## src/irfpe_pkg.sv

```systemverilog
// Package with shared types, constants and tables of the IR frame pulse encoder.
`default_nettype none
package irfpe_pkg;

   localparam int FrameBytes = 21;
   localparam int FrameBits  = FrameBytes * 8;
   localparam int TimeWidth  = 14;

   typedef logic [TimeWidth-1:0] time_us_type;
   typedef logic [FrameBits-1:0] frame_type;
   typedef logic [7:0]           pos_type;

   typedef struct packed {
      time_us_type header_mark;
      time_us_type header_space;
      time_us_type bit_mark;
      time_us_type one_space;
      time_us_type zero_space;
      time_us_type part_gap_space;
      time_us_type trailer_space;
   } timing_type;

   // Request kinds.
   localparam logic REQ_START = 1'b0;
   localparam logic REQ_NEXT  = 1'b1;

   // Configuration register indexes.
   localparam logic [2:0] CSR_HEADER_MARK    = 3'd0;
   localparam logic [2:0] CSR_HEADER_SPACE   = 3'd1;
   localparam logic [2:0] CSR_BIT_MARK       = 3'd2;
   localparam logic [2:0] CSR_ONE_SPACE      = 3'd3;
   localparam logic [2:0] CSR_ZERO_SPACE     = 3'd4;
   localparam logic [2:0] CSR_PART_GAP_SPACE = 3'd5;
   localparam logic [2:0] CSR_TRAILER_SPACE  = 3'd6;

   // Reset timing in microseconds.
   localparam time_us_type RST_HEADER_MARK    = 14'd9070;
   localparam time_us_type RST_HEADER_SPACE   = 14'd4520;
   localparam time_us_type RST_BIT_MARK       = 14'd580;
   localparam time_us_type RST_ONE_SPACE      = 14'd1680;
   localparam time_us_type RST_ZERO_SPACE     = 14'd580;
   localparam time_us_type RST_PART_GAP_SPACE = 14'd8050;
   localparam time_us_type RST_TRAILER_SPACE  = 14'd10120;

   // Commands.
   localparam logic [3:0] CMD_FULL_STATE = 4'd0;
   localparam logic [3:0] CMD_AUTO       = 4'd1;
   localparam logic [3:0] CMD_DRY        = 4'd2;
   localparam logic [3:0] CMD_FAN_ONLY   = 4'd3;
   localparam logic [3:0] CMD_POWER      = 4'd4;
   localparam logic [3:0] CMD_ECO_ON     = 4'd5;
   localparam logic [3:0] CMD_ECO_OFF    = 4'd6;
   localparam logic [3:0] CMD_SLEEP_ON   = 4'd7;
   localparam logic [3:0] CMD_SLEEP_OFF  = 4'd8;
   localparam logic [3:0] CMD_BOOST_ON   = 4'd9;
   localparam logic [3:0] CMD_BOOST_OFF  = 4'd10;
   localparam logic [3:0] CMD_DISPLAY    = 4'd11;
   localparam logic [3:0] CMD_VSWING     = 4'd12;
   localparam logic [3:0] CMD_HSWING     = 4'd13;

   // Tail selectors.
   localparam logic [3:0] TAIL_FULL_STATE = 4'd0;
   localparam logic [3:0] TAIL_DRY_FAN    = 4'd1;
   localparam logic [3:0] TAIL_AUTO       = 4'd2;
   localparam logic [3:0] TAIL_POWER      = 4'd3;
   localparam logic [3:0] TAIL_ECO_ON     = 4'd4;
   localparam logic [3:0] TAIL_ECO_OFF    = 4'd5;
   localparam logic [3:0] TAIL_SLEEP      = 4'd6;
   localparam logic [3:0] TAIL_BOOST      = 4'd7;
   localparam logic [3:0] TAIL_DISPLAY    = 4'd8;
   localparam logic [3:0] TAIL_VSWING     = 4'd9;
   localparam logic [3:0] TAIL_HSWING     = 4'd10;

   // Frame positions of the part boundaries.
   localparam pos_type POS_HEADER  = 8'd0;
   localparam pos_type POS_GAP0    = 8'd49;
   localparam pos_type POS_GAP1    = 8'd114;
   localparam pos_type POS_TRAILER = 8'd171;

   // The seven tail bytes, first byte in the low bits.
   function automatic logic [55:0] tail_bytes(input logic [3:0] sel);
      logic [55:0] t;
      case (sel)
         TAIL_FULL_STATE: t = {8'h19, 8'h00, 8'h08, 8'h00, 8'h00, 8'h11, 8'h00};
         TAIL_DRY_FAN:    t = {8'h0E, 8'h00, 8'h08, 8'h00, 8'h00, 8'h06, 8'h00};
         TAIL_AUTO:       t = {8'h1F, 8'h00, 8'h08, 8'h00, 8'h00, 8'h17, 8'h00};
         TAIL_POWER:      t = {8'h09, 8'h00, 8'h08, 8'h00, 8'h00, 8'h01, 8'h00};
         TAIL_ECO_ON:     t = {8'h24, 8'h00, 8'h08, 8'h00, 8'h00, 8'h0C, 8'h20};
         TAIL_ECO_OFF:    t = {8'h04, 8'h00, 8'h08, 8'h00, 8'h00, 8'h0C, 8'h00};
         TAIL_SLEEP:      t = {8'h0B, 8'h00, 8'h08, 8'h00, 8'h00, 8'h03, 8'h00};
         TAIL_BOOST:      t = {8'h0C, 8'h00, 8'h08, 8'h00, 8'h00, 8'h04, 8'h00};
         TAIL_DISPLAY:    t = {8'h08, 8'h00, 8'h08, 8'h00, 8'h00, 8'h00, 8'h00};
         TAIL_VSWING:     t = {8'h0F, 8'h00, 8'h08, 8'h00, 8'h00, 8'h07, 8'h00};
         TAIL_HSWING:     t = {8'h00, 8'h00, 8'h08, 8'h00, 8'h00, 8'h08, 8'h00};
         default:         t = {8'h19, 8'h00, 8'h08, 8'h00, 8'h00, 8'h11, 8'h00};
      endcase
      return t;
   endfunction

endpackage
`default_nettype wire

```

## src/irfpe_frame_build.sv

```systemverilog
// Builds the 21-byte remote frame from a start request.
`default_nettype none
module irfpe_frame_build (
   input  wire logic [3:0]          command,
   input  wire logic [5:0]          target_temp,
   input  wire logic [1:0]          fan_speed,
   output irfpe_pkg::frame_type     frame
);

   logic [4:0]  temp_c;
   logic [3:0]  temp_ofs;
   logic [7:0]  tb;
   logic [7:0]  seq;
   logic [7:0]  b2, b3, b4, b5, b6, b7, b8, chk;
   logic [3:0]  tail_sel;

   always_comb begin
      if (target_temp < 6'd20) begin
         temp_c = 5'd20;
      end else if (target_temp > 6'd30) begin
         temp_c = 5'd30;
      end else begin
         temp_c = target_temp[4:0];
      end
      temp_ofs = 4'(temp_c - 5'd16);
      tb = {temp_ofs, 4'h2};
      if (temp_c <= 5'd23) begin
         seq = 8'h11;
      end else if (temp_c <= 5'd26) begin
         seq = 8'h12;
      end else begin
         seq = 8'h13;
      end
   end

   always_comb begin
      b4 = 8'h00;
      b5 = 8'h00;
      b8 = 8'h00;
      case (command)
         irfpe_pkg::CMD_AUTO: begin
            b2 = 8'h01; b3 = 8'h71; b6 = 8'h91; b7 = 8'h1E; b4 = 8'h80;
            tail_sel = irfpe_pkg::TAIL_AUTO;
         end
         irfpe_pkg::CMD_DRY: begin
            b2 = 8'h00; b3 = 8'h73; b6 = 8'h91; b7 = 8'h1E;
            tail_sel = irfpe_pkg::TAIL_DRY_FAN;
         end
         irfpe_pkg::CMD_FAN_ONLY: begin
            b2 = 8'h01; b3 = 8'h84; b6 = 8'h91; b7 = 8'h20;
            tail_sel = irfpe_pkg::TAIL_DRY_FAN;
         end
         irfpe_pkg::CMD_POWER: begin
            b2 = 8'h04; b3 = tb; b6 = 8'h8F; b7 = 8'h13;
            tail_sel = irfpe_pkg::TAIL_POWER;
         end
         irfpe_pkg::CMD_ECO_ON: begin
            b2 = 8'h03; b3 = tb; b6 = 8'h91; b7 = 8'h05;
            tail_sel = irfpe_pkg::TAIL_ECO_ON;
         end
         irfpe_pkg::CMD_ECO_OFF: begin
            b2 = 8'h00; b3 = tb; b6 = 8'h91; b7 = 8'h05;
            tail_sel = irfpe_pkg::TAIL_ECO_OFF;
         end
         irfpe_pkg::CMD_SLEEP_ON: begin
            b2 = 8'h08; b3 = tb; b6 = 8'h94; b7 = 8'h22;
            tail_sel = irfpe_pkg::TAIL_SLEEP;
         end
         irfpe_pkg::CMD_SLEEP_OFF: begin
            b2 = 8'h00; b3 = tb; b6 = 8'h94; b7 = 8'h22;
            tail_sel = irfpe_pkg::TAIL_SLEEP;
         end
         irfpe_pkg::CMD_BOOST_ON: begin
            b2 = 8'h01; b3 = 8'h02; b6 = 8'h97; b7 = 8'h39; b5 = 8'h90;
            tail_sel = irfpe_pkg::TAIL_BOOST;
         end
         irfpe_pkg::CMD_BOOST_OFF: begin
            b2 = 8'h00; b3 = tb; b6 = 8'h97; b7 = 8'h34;
            tail_sel = irfpe_pkg::TAIL_BOOST;
         end
         irfpe_pkg::CMD_DISPLAY: begin
            b2 = 8'h00; b3 = tb; b6 = 8'hB1; b7 = 8'h06;
            tail_sel = irfpe_pkg::TAIL_DISPLAY;
         end
         irfpe_pkg::CMD_VSWING: begin
            b2 = 8'h80; b3 = tb; b6 = 8'h94; b7 = 8'h23; b8 = 8'h40;
            tail_sel = irfpe_pkg::TAIL_VSWING;
         end
         irfpe_pkg::CMD_HSWING: begin
            b2 = 8'h00; b3 = tb; b6 = 8'h94; b7 = 8'h24; b8 = 8'h80;
            tail_sel = irfpe_pkg::TAIL_HSWING;
         end
         default: begin
            // Full state, also taken for the unused command codes.
            b2 = {6'd0, fan_speed}; b3 = tb; b6 = 8'h90; b7 = seq;
            tail_sel = irfpe_pkg::TAIL_FULL_STATE;
         end
      endcase
      chk = b2 ^ b3 ^ b4 ^ b5 ^ b6 ^ b7 ^ b8;
   end

   assign frame = {irfpe_pkg::tail_bytes(tail_sel), chk, 32'h0000_0000,
                   b8, b7, b6, b5, b4, b3, b2, 8'h06, 8'h83};

endmodule
`default_nettype wire

```

## src/irfpe_pulse_sel.sv

```systemverilog
// Selects the mark and space of the pulse at the current frame position.
`default_nettype none
module irfpe_pulse_sel (
   input  wire irfpe_pkg::pos_type     pos,
   input  wire irfpe_pkg::frame_type   frame,
   input  wire irfpe_pkg::timing_type  timing,
   output irfpe_pkg::time_us_type      mark_us,
   output irfpe_pkg::time_us_type      space_us,
   output logic                        last_pulse
);

   logic [7:0]               bit_idx;
   irfpe_pkg::time_us_type   data_space;

   always_comb begin
      if (pos < irfpe_pkg::POS_GAP0) begin
         bit_idx = pos - 8'd1;
      end else if (pos < irfpe_pkg::POS_GAP1) begin
         bit_idx = pos - 8'd2;
      end else begin
         bit_idx = pos - 8'd3;
      end
      if (bit_idx < 8'(irfpe_pkg::FrameBits) && frame[bit_idx]) begin
         data_space = timing.one_space;
      end else begin
         data_space = timing.zero_space;
      end

      mark_us    = timing.bit_mark;
      space_us   = data_space;
      last_pulse = 1'b0;
      if (pos == irfpe_pkg::POS_HEADER) begin
         mark_us  = timing.header_mark;
         space_us = timing.header_space;
      end else if (pos == irfpe_pkg::POS_GAP0 || pos == irfpe_pkg::POS_GAP1) begin
         space_us = timing.part_gap_space;
      end else if (pos >= irfpe_pkg::POS_TRAILER) begin
         space_us   = timing.trailer_space;
         last_pulse = 1'b1;
      end
   end

endmodule
`default_nettype wire

```

## src/ir_ac_frame_pulse_encoder_unit.sv

```systemverilog
// Top level of the IR air-conditioner frame pulse encoder.
//
//   Channel  Direction  Handshake              Payload
//   req      in         req_valid/req_stall    req_type, req_command, req_target_temp,
//                                              req_fan_speed
//   rsp      out        rsp_valid/rsp_stall    rsp_mark_us, rsp_space_us, rsp_last_pulse
//   csr      in         csr_write              csr_index, csr_data
//
// A pulse request yields its result in the cycle after acceptance; one request per cycle while req_stall is low.
// A start request builds the frame in the same cycle and gives no result.
// The result register holds a pending pulse; req_stall rises only while it is full
// and rsp_stall is high.
// Reset restores the default timing and returns the encoder to idle.
`default_nettype none
module ir_ac_frame_pulse_encoder_unit (
   input  wire logic         clock,
   input  wire logic         reset,
   input  wire logic         req_valid,
   output logic              req_stall,
   input  wire logic         req_type,
   input  wire logic [3:0]   req_command,
   input  wire logic [5:0]   req_target_temp,
   input  wire logic [1:0]   req_fan_speed,
   output logic              rsp_valid,
   input  wire logic         rsp_stall,
   output logic [13:0]       rsp_mark_us,
   output logic [13:0]       rsp_space_us,
   output logic              rsp_last_pulse,
   input  wire logic         csr_write,
   input  wire logic [2:0]   csr_index,
   input  wire logic [13:0]  csr_data
);

   irfpe_pkg::timing_type    timing_ff, timing_in;
   irfpe_pkg::frame_type     frame_ff, frame_in, frame_built;
   irfpe_pkg::pos_type       pos_ff, pos_in;
   logic                     sending_ff, sending_in;
   logic                     rsp_valid_ff, rsp_valid_in;
   irfpe_pkg::time_us_type   mark_ff, mark_in, space_ff, space_in;
   logic                     last_ff, last_in;
   irfpe_pkg::time_us_type   sel_mark, sel_space;
   logic                     sel_last;
   logic                     accept;
   logic                     emit;

   irfpe_frame_build u_build (
      .command     (req_command),
      .target_temp (req_target_temp),
      .fan_speed   (req_fan_speed),
      .frame       (frame_built)
   );

   irfpe_pulse_sel u_sel (
      .pos        (pos_ff),
      .frame      (frame_ff),
      .timing     (timing_ff),
      .mark_us    (sel_mark),
      .space_us   (sel_space),
      .last_pulse (sel_last)
   );

   assign req_stall = rsp_valid_ff & rsp_stall;
   assign accept    = req_valid & ~req_stall;
   assign emit      = accept & (req_type == irfpe_pkg::REQ_NEXT) & sending_ff;

   always_comb begin
      timing_in = timing_ff;
      if (csr_write) begin
         case (csr_index)
            irfpe_pkg::CSR_HEADER_MARK:    timing_in.header_mark    = csr_data;
            irfpe_pkg::CSR_HEADER_SPACE:   timing_in.header_space   = csr_data;
            irfpe_pkg::CSR_BIT_MARK:       timing_in.bit_mark       = csr_data;
            irfpe_pkg::CSR_ONE_SPACE:      timing_in.one_space      = csr_data;
            irfpe_pkg::CSR_ZERO_SPACE:     timing_in.zero_space     = csr_data;
            irfpe_pkg::CSR_PART_GAP_SPACE: timing_in.part_gap_space = csr_data;
            irfpe_pkg::CSR_TRAILER_SPACE:  timing_in.trailer_space  = csr_data;
            default:                       timing_in                = timing_ff;
         endcase
      end
   end

   always_comb begin
      frame_in   = frame_ff;
      pos_in     = pos_ff;
      sending_in = sending_ff;
      if (accept && req_type == irfpe_pkg::REQ_START) begin
         frame_in   = frame_built;
         pos_in     = irfpe_pkg::POS_HEADER;
         sending_in = 1'b1;
      end else if (emit) begin
         if (sel_last) begin
            pos_in     = irfpe_pkg::POS_HEADER;
            sending_in = 1'b0;
         end else begin
            pos_in = pos_ff + 8'd1;
         end
      end
   end

   always_comb begin
      mark_in  = mark_ff;
      space_in = space_ff;
      last_in  = last_ff;
      if (emit) begin
         rsp_valid_in = 1'b1;
         mark_in      = sel_mark;
         space_in     = sel_space;
         last_in      = sel_last;
      end else if (!rsp_stall) begin
         rsp_valid_in = 1'b0;
      end else begin
         rsp_valid_in = rsp_valid_ff;
      end
   end

   always_ff @(posedge clock) begin
      if (reset) begin
         timing_ff.header_mark    <= irfpe_pkg::RST_HEADER_MARK;
         timing_ff.header_space   <= irfpe_pkg::RST_HEADER_SPACE;
         timing_ff.bit_mark       <= irfpe_pkg::RST_BIT_MARK;
         timing_ff.one_space      <= irfpe_pkg::RST_ONE_SPACE;
         timing_ff.zero_space     <= irfpe_pkg::RST_ZERO_SPACE;
         timing_ff.part_gap_space <= irfpe_pkg::RST_PART_GAP_SPACE;
         timing_ff.trailer_space  <= irfpe_pkg::RST_TRAILER_SPACE;
         pos_ff                   <= irfpe_pkg::POS_HEADER;
         sending_ff               <= 1'b0;
         rsp_valid_ff             <= 1'b0;
      end else begin
         timing_ff    <= timing_in;
         pos_ff       <= pos_in;
         sending_ff   <= sending_in;
         rsp_valid_ff <= rsp_valid_in;
      end
   end

   always_ff @(posedge clock) begin
      frame_ff <= frame_in;
      mark_ff  <= mark_in;
      space_ff <= space_in;
      last_ff  <= last_in;
   end

   assign rsp_valid      = rsp_valid_ff;
   assign rsp_mark_us    = mark_ff;
   assign rsp_space_us   = space_ff;
   assign rsp_last_pulse = last_ff;

endmodule
`default_nettype wire

```

## config.mk

```make
export PLATFORM = sky130hd
export DESIGN_NAME = ir_ac_frame_pulse_encoder_unit
export DESIGN_NICKNAME = d
export VERILOG_FILES = /design/src/irfpe_pkg.sv /design/src/irfpe_frame_build.sv /design/src/irfpe_pulse_sel.sv /design/src/ir_ac_frame_pulse_encoder_unit.sv
export SDC_FILE = /design/constraint.sdc
export NUM_CORES = 1
export LEC_CHECK = 0
export ABC_CLOCK_PERIOD_IN_PS = 12800
export BUFFER_PORTS_ARGS = -buffer_cell sky130_fd_sc_hd__buf_4
export CAP_MARGIN = 30
export CORE_ASPECT_RATIO = 0.5
export CORE_MARGIN = 3
export CORE_UTILIZATION = 60
export DETAILED_ROUTE_END_ITERATION = 12
export GPL_TIMING_DRIVEN = 1
export PLACE_DENSITY = 0.78
export SETUP_SLACK_MARGIN = 0.05
export SLEW_MARGIN = 20
export SYNTH_ARGS = -nofsm -noshare
export SYNTH_HDL_FRONTEND = slang
export SYNTH_HIERARCHICAL = 1
export SYNTH_SLANG_ARGS = --single-unit
```

## constraint.sdc

```tcl
create_clock -name clock -period 12.8 [get_ports clock]
set_clock_uncertainty 0.1 [all_clocks]
set_input_delay 0 -clock clock [delete_from_list [all_inputs] [get_ports clock]]
set_output_delay 0 -clock clock [all_outputs]
set_load 0.01 [all_outputs]
```

Word level (Yosys, flattened, before mapping). Memories as Yosys holds them, arrays and structs flattened. A register that Yosys moved wholly into a read port is not among the register bits. Index checks and enable logic that the tools add are counted.

Register bits after elaboration: 257. Bits in latches: 0. Bits in writable memories: 0. Memory bits (read-only): 192. Input bits: 35. Output and inout bits: 31. Logic and storage cells: 118. Memories kept: 1.

Memory list: (name not given) (words 16, bits a word 12, rd ports 1, clocked after memory_dff 1, wr ports 0, RTL line irfpe_pkg.sv:83) `case (sel)`.

Add/sub/neg operators: 5. Multipliers: 0. Div/mod/pow operators: 0. Magnitude comparators: 9. Equality and inequality tests: 22. Shift-type cells: 0. Mux-type cells: 30. Bitwise gates (word level): 12. Reduce and logical (&&, ||, !) cells: 25.

Operator list (count): $pmux W8 S10 (1); $mux W14 (5); $mux W8 (6); $pmux W8 S6 (1); $xor A8 B8 Y8 (6); $pmux W4 S10 (1); $pmux W8 S4 (1); $pmux W6 S5 (1); $eq A4 B4 Y1 const B (6); $eq A4 B3 Y1 const B (4); $pmux W8 S2 (1); $reduce_and A2 Y1 (8); $sub A8 B2 Y8 const B (2); $reduce_or A2 Y1 (6); $le A5 B5 Y1 const B (2); $mux W1 (10); $mux W5 (2); $eq A3 B3 Y1 const B (3); $lt A8 B9 Y1 const B (1); $add A8 B1 Y8 const B (1); $bmux W1 S8 (1); $eq A4 B2 Y1 const B (2); $eq A8 B6 Y1 const B (1); $eq A8 B7 Y1 const B (1); 23 further kinds (30).

Depth between registers and ports, before layout.
Depth in word-level cells: 11. Gate-level depth with buffers: 18. Gate-level depth less buffers: 13.

Modules after synthesis. Netlist, hierarchy kept.

By module, submodules not included: ir_ac_frame_pulse_encoder_unit (times used 1, cells each 678, area each 10027.1 µm²); irfpe_pulse_sel (times used 1, cells each 455, area each 3449.6 µm²); irfpe_frame_build (times used 1, cells each 333, area each 2168.3 µm²).

Least setup slack after synthesis. OpenSTA, ideal clock, no wires.

Path kind: flip-flop to flip-flop. Start: register rsp_valid_ff, in the netlist rsp_valid. End: register sending_ff. Arrival time: 8.525 ns. Data required time: 12.609 ns. Setup slack: 4.084 ns. Cell stages (with the launch flop): 5. Period minus slack after synthesis: 8.716 ns. Cells stage by stage: dfxtp_1 a21bo_2 buf_6 nor2_1 o21ba_2.

RTL lines: start, declared (RTL line ir_ac_frame_pulse_encoder_unit.sv:38) `logic rsp_valid_ff, rsp_valid_in;`; start signal, assigned (RTL line ir_ac_frame_pulse_encoder_unit.sv:132) `rsp_valid_ff <= rsp_valid_in;`; $and A1 B1 Y1 (RTL line ir_ac_frame_pulse_encoder_unit.sv:62) `assign req_stall = rsp_valid_ff & rsp_stall;`; $not A1 Y1 (RTL line ir_ac_frame_pulse_encoder_unit.sv:63) `assign accept = req_valid & ~req_stall;`; $and A1 B1 Y1 (RTL line ir_ac_frame_pulse_encoder_unit.sv:63); $logic_and A1 B1 Y1 (RTL line ir_ac_frame_pulse_encoder_unit.sv:86) `if (accept && req_type == irfpe_pkg::REQ_START) begin`; $mux W1 (RTL line ir_ac_frame_pulse_encoder_unit.sv:86); net sending_in (RTL line ir_ac_frame_pulse_encoder_unit.sv:37) `logic sending_ff, sending_in;`; end signal, assigned (RTL line ir_ac_frame_pulse_encoder_unit.sv:131) `sending_ff <= sending_in;`; end, declared (RTL line ir_ac_frame_pulse_encoder_unit.sv:37).

The timed path passes the listed nets, and every way through them passes these cells. A chain may end at the register's enable or synchronous reset.

Final worst setup path.
Start: register pos_ff[0]. End: register space_ff[2], in the netlist rsp_space_us[2], data pin.

Longest elaborated chain between the ends: 10.

Ends and longest elaborated chain: start, declared (RTL line ir_ac_frame_pulse_encoder_unit.sv:36) `irfpe_pkg::pos_type pos_ff, pos_in;`; start signal, assigned (RTL line ir_ac_frame_pulse_encoder_unit.sv:125) `pos_ff <= irfpe_pkg::POS_HEADER;`; start signal, assigned (RTL line ir_ac_frame_pulse_encoder_unit.sv:130) `pos_ff <= pos_in;`; $sub A8 B2 Y8, or another cell as far along (RTL line irfpe_pulse_sel.sv:21) `bit_idx = pos - 8'd3;`; $mux W8 (RTL line irfpe_pulse_sel.sv:18) `end else if (pos < irfpe_pkg::POS_GAP1) begin`; $mux W8 (RTL line irfpe_pulse_sel.sv:16) `if (pos < irfpe_pkg::POS_GAP0) begin`; $bmux W1 S8 (RTL line irfpe_pulse_sel.sv:23) `if (bit_idx < 8'(irfpe_pkg::FrameBits) && frame[bit_idx]) begin`; $mux W1 (not written as such) (RTL line irfpe_pulse_sel.sv:23); $logic_and A1 B1 Y1 (RTL line irfpe_pulse_sel.sv:23); $mux W14 (RTL line irfpe_pulse_sel.sv:23); $mux W14 (RTL line irfpe_pulse_sel.sv:37) `end else if (pos >= irfpe_pkg::POS_TRAILER) begin`; $mux W14 (RTL line irfpe_pulse_sel.sv:35) `end else if (pos == irfpe_pkg::POS_GAP0 || pos == irfpe_pkg::POS_GAP1) begin`; $mux W14 (*) (RTL line irfpe_pulse_sel.sv:32) `if (pos == irfpe_pkg::POS_HEADER) begin`; net sel_space[2] (RTL line ir_ac_frame_pulse_encoder_unit.sv:41) `irfpe_pkg::time_us_type sel_mark, sel_space;`; end signal, assigned (RTL line ir_ac_frame_pulse_encoder_unit.sv:139) `space_ff <= space_in;`; end, declared (RTL line ir_ac_frame_pulse_encoder_unit.sv:39) `irfpe_pkg::time_us_type mark_ff, mark_in, space_ff, space_in;`.

Mark *: on every way through the listed nets, which the timed path passes. The rest lies on a longest branch. The select of a mux whose other input is x is not followed.

==> impl_metrics.json <==
{
  "setup.worst_path.class": "register to register",
  "worstHoldStart": "csr_index[0]",
  "final_antenna_net_count": 0,
  "setup.reg_to_reg.worst_slack_ns": 7.47,
  "synth_cells": 1466,
  "timing.final.crit_share": 0.416,
  "worst_skew_pair.late_latency_ns": 0.53,
  "floorplan.initialDensity": 0.616,
  "min_path_type": "input port to register",
  "ys_seq_elements": 305,
  "critical_path.max_fanout": 38,
  "pre_cts_slack_ns": 7.47,
  "mappedNetlistArea_sq_mm": 0.0156,
  "dpl.hpwl_um": 21800,
  "leakage_nw": 6.42,
  "max_slew.worst_pin.slew_ns": 0.987,
  "finalWirelength_um": 34000,
  "gr-usage-met3": 0.0370,
  "synth_async_sr_flop_share": 0,
  "globalRouteTotalUtil": 0.240,
  "diodes": 0,
  "grt-busiest-layer": "met2",
  "grt_start_max_net_pins": 104,
  "drt_first_pass_iters": 5,
  "post_cts_buffers": 0,
  "cts.clk_slew.worst_paths_ns": 0.07,
  "crit_chain": "inv_1, ha_1, nor3b_4, a22oi_4, a21oi_4, nor2_4, buf_4, mux4_2, a22o_1, o21ai_1, o211ai_1, o211ai_4, mux2_2, a21oi_1",
  "dr.first_iter.drc_count": 989,
  "worst_r2r_endpoint": "rsp_space_us[2]",
  "max_freq_mhz": 188,
  "grt_setup_unrepaired": "no",
  "drt_drc_violations_left": 0,
  "cpMaxStageDelayCell": "sky130_fd_sc_hd__dfxtp_1",
  "status": "finished, final reports clean",
  "synth_edf_count": 197,
  "cap_violations": 0,
  "slew_headroom": 0.342,
  "die_ar_sq_mm": 0.0282,
  "nets": 1564,
  "cts_tree": "built",
  "final_max_slew_viol_count": 0,
  "clock-sinks": 305,
  "number_of_buffers_inserted_during_clock_tree_synthesis": 27,
  "io-pin-count": 66,
  "report.final.hold_viol_count": 0,
  "avg_vias_per_cell": 5.82,
  "cells_on_worst_reg2reg_path": 14,
  "globalRouteMet2Util": 0.400,
  "end_kind": "register",
  "worst_r2r_startpoint": "pos_ff[0]",
  "htree_num_levels": 1,
  "drive_gt1_frac": 0.148,
  "clk_root_buffer_cell": "sky130_fd_sc_hd__clkbuf_16",
  "avgRoutedWirePerCell_um": 18.1,
  "critical-path-max-stage-delay_ns": 0.74,
  "data_arrival_time_of_the_critical_path_ns": 5.61,
  "worstPathRequired_ns": 13.09,
  "cp.buffers_inverters": 2,
  "ys_types": 103,
  "report.power.total_mw": 2.13,
  "max-vdd-ir-drop_mv": 0.117,
  "grt_first_pass_wirelength_um": 54200,
  "power_density_mw_per_mm2": 125,
  "synth_largest_type_area_fraction": 0.378,
  "hold_path_end": "timing_ff[84]",
  "io_buffers": 65,
  "gp_congestion": 0.916,
  "worst_slack_ns": 7.47,
  "synth-warning-count": 6,
  "grt_use_met1": 0.332,
  "via_count_of_the_first_global_routing_pass": 10337,
  "synth_sequential_area_ratio": 0.516,
  "grt.overflow.total": 0,
  "syn-mean-instance-area_sq_um": 10.7,
  "design.core.area_sq_mm": 0.0254,
  "die_x_um": 234,
  "synth.top_cells.by_area": "sky130_fd_sc_hd__edfxtp_1 (38%), sky130_fd_sc_hd__dfxtp_1 (14%), sky130_fd_sc_hd__buf_4 (6.4%), sky130_fd_sc_hd__nand2_1 (6.3%), sky130_fd_sc_hd__a21oi_1 (3.1%)",
  "fp.dieH_um": 120,
  "synth-main-ff-cell": "sky130_fd_sc_hd__edfxtp_1",
  "finalSetupViolCount": 0,
  "critical_path.top_delay_family": "compound AO/OA/AOI/OAI gates",
  "hold_path_depth": 5,
  "post_cts.resized_instances": 0,
  "dominant_cell_type_by_area_after_synthesis": "sky130_fd_sc_hd__edfxtp_1",
  "cts.path.max_buffers": 3,
  "worstSetupStartpointType": "register",
  "std_cell_rows": 41,
  "routed-via-count": 10928,
  "initial_antenna_violation_count": 0,
  "min_cycle_time_layout_ns": 5.33,
  "fin_tns_setup_ns": 0,
  "area_grow_syn2layout_pct": 9.07
}
layer usage:
layer	share of wire	vias up
li1	-	5192
met2	0.48	431
met1	0.43	5245
met5	0	-
met4	0.023	0
met3	0.063	60
registers in the layout, summed over array words and instances, names as in the netlist:
register        count
timing_ff          98
rsp_valid           1
rsp_last_pulse      1
rsp_mark_us        14
pos_ff              8
sending_ff          1
rsp_space_us       14
frame_ff          168
power breakdown:
part	internal, mW	switching [mW]
Sequential	1.09	0.0134
Combinational	0.0692	0.104
Clock	0.506	0.352
Total	1.66	0.470
worst max-delay path by stage:
stage / end / depth (start not counted) / start
after floorplan: sending_ff / 4 / rsp_valid
after global placement: rsp_space_us[2] / 14 / pos_ff[0]
after detailed placement: rsp_space_us[0] / 14 / pos_ff[0]
after CTS: rsp_space_us[0] / 14 / pos_ff[0]
after global routing: rsp_space_us[2] / 14 / pos_ff[0]
final: rsp_space_us[2] / 14 / pos_ff[0]
through the flow:
| stage | util | std cells | hold WS (ns) | cell area (sq um) |
|---|---|---|---|---|
| after floorplan | - | 1583 | 0.0178 | 16100 |
| after global placement | 0.617 | 1790 | 0.174 | 15700 |
| after detailed placement | 0.619 | 1792 | 0.190 | 15700 |
| after CTS | 0.670 | 1877 | 0.0359 | 17000 |
| after global routing | 0.672 | 1879 | 0.0726 | 17100 |
| final | 0.672 | 1879 | 0.0664 | 17100 |
tightest hold or removal path, delay by kind of cell:
kind,cells,cell delay [ns]
buf+inv,2,0.38
mux,1,0.15
simple gates,2,0.13
layout make-up:
cell class	instances	area, sq um
fill	1823	8330
multi-input combinational	1046	6540
tap	344	430
clock inverter	16	213
timing repair buffer	117	1010
inverter	19	71.3
clock buffer	32	726
sequential	305	8080
timing repair:
item | CTS | global route
hold buffers | 37 | 0
setup endpoints to repair | 0 | 0
hold endpoints to repair | 145 | 0
layout by cell type (no fill, tap or decap), types with 13 or more instances in the layout:
master / instances
sky130_fd_sc_hd__nand2_1: 261
sky130_fd_sc_hd__edfxtp_1: 197
sky130_fd_sc_hd__conb_1: 119
sky130_fd_sc_hd__dfxtp_1: 108
sky130_fd_sc_hd__a21oi_1: 97
sky130_fd_sc_hd__buf_4: 77
sky130_fd_sc_hd__nor2_1: 70
sky130_fd_sc_hd__o21ai_0: 43
sky130_fd_sc_hd__nand3_1: 39
sky130_fd_sc_hd__dlygate4sd3_1: 37
sky130_fd_sc_hd__nand3b_1: 31
sky130_fd_sc_hd__mux2i_1: 29
sky130_fd_sc_hd__clkbuf_16: 28
sky130_fd_sc_hd__a22oi_1: 21
sky130_fd_sc_hd__mux2_2: 21
sky130_fd_sc_hd__mux4_2: 21
sky130_fd_sc_hd__inv_1: 18
sky130_fd_sc_hd__nor3_1: 15
sky130_fd_sc_hd__ha_1: 13
synth_stat cells (all sizes together) (4+ instances only):
library cell	count
o21ai	53
inv	18
or4	4
a21boi	4
a221oi	5
o211ai	13
a22oi	23
nor4	7
buf	178
a211oi	10
nand4b	4
nor3	17
mux4	21
nand4	11
a31oi	9
a21o	5
or3	6
nor2b	12
nand2	261
nand3	40
xnor2	5
a211o	12
nand3b	31
nor2	73
a22o	6
edfxtp	197
o22ai	10
mux2i	29
a32o	4
ha	13
xor2	4
nand2b	8
a21oi	110
mux2	31
and2	5
nand4bb	5
o31ai	4
and3	8
or2	10
and4bb	4
dfxtp	108
clkbuf	35
a2111oi	4
cells by family (layout without fill, tap and decap cells):
| group | count (synthesis) | after routing | share of synthesized area |
|---|---|---|---|
| fa+ha+maj | 13 | 13 | 0.0104 |
| other cells | 2 | 119 | 0.000480 |
| buf+inv | 232 | 184 | 0.0962 |
| simple gates | 520 | 520 | 0.164 |
| flops | 305 | 305 | 0.516 |
| xor+xnor | 9 | 9 | 0.00552 |
| mux | 81 | 81 | 0.0735 |
| compound gates | 304 | 304 | 0.133 |
(Power assumes the default switching activity.)
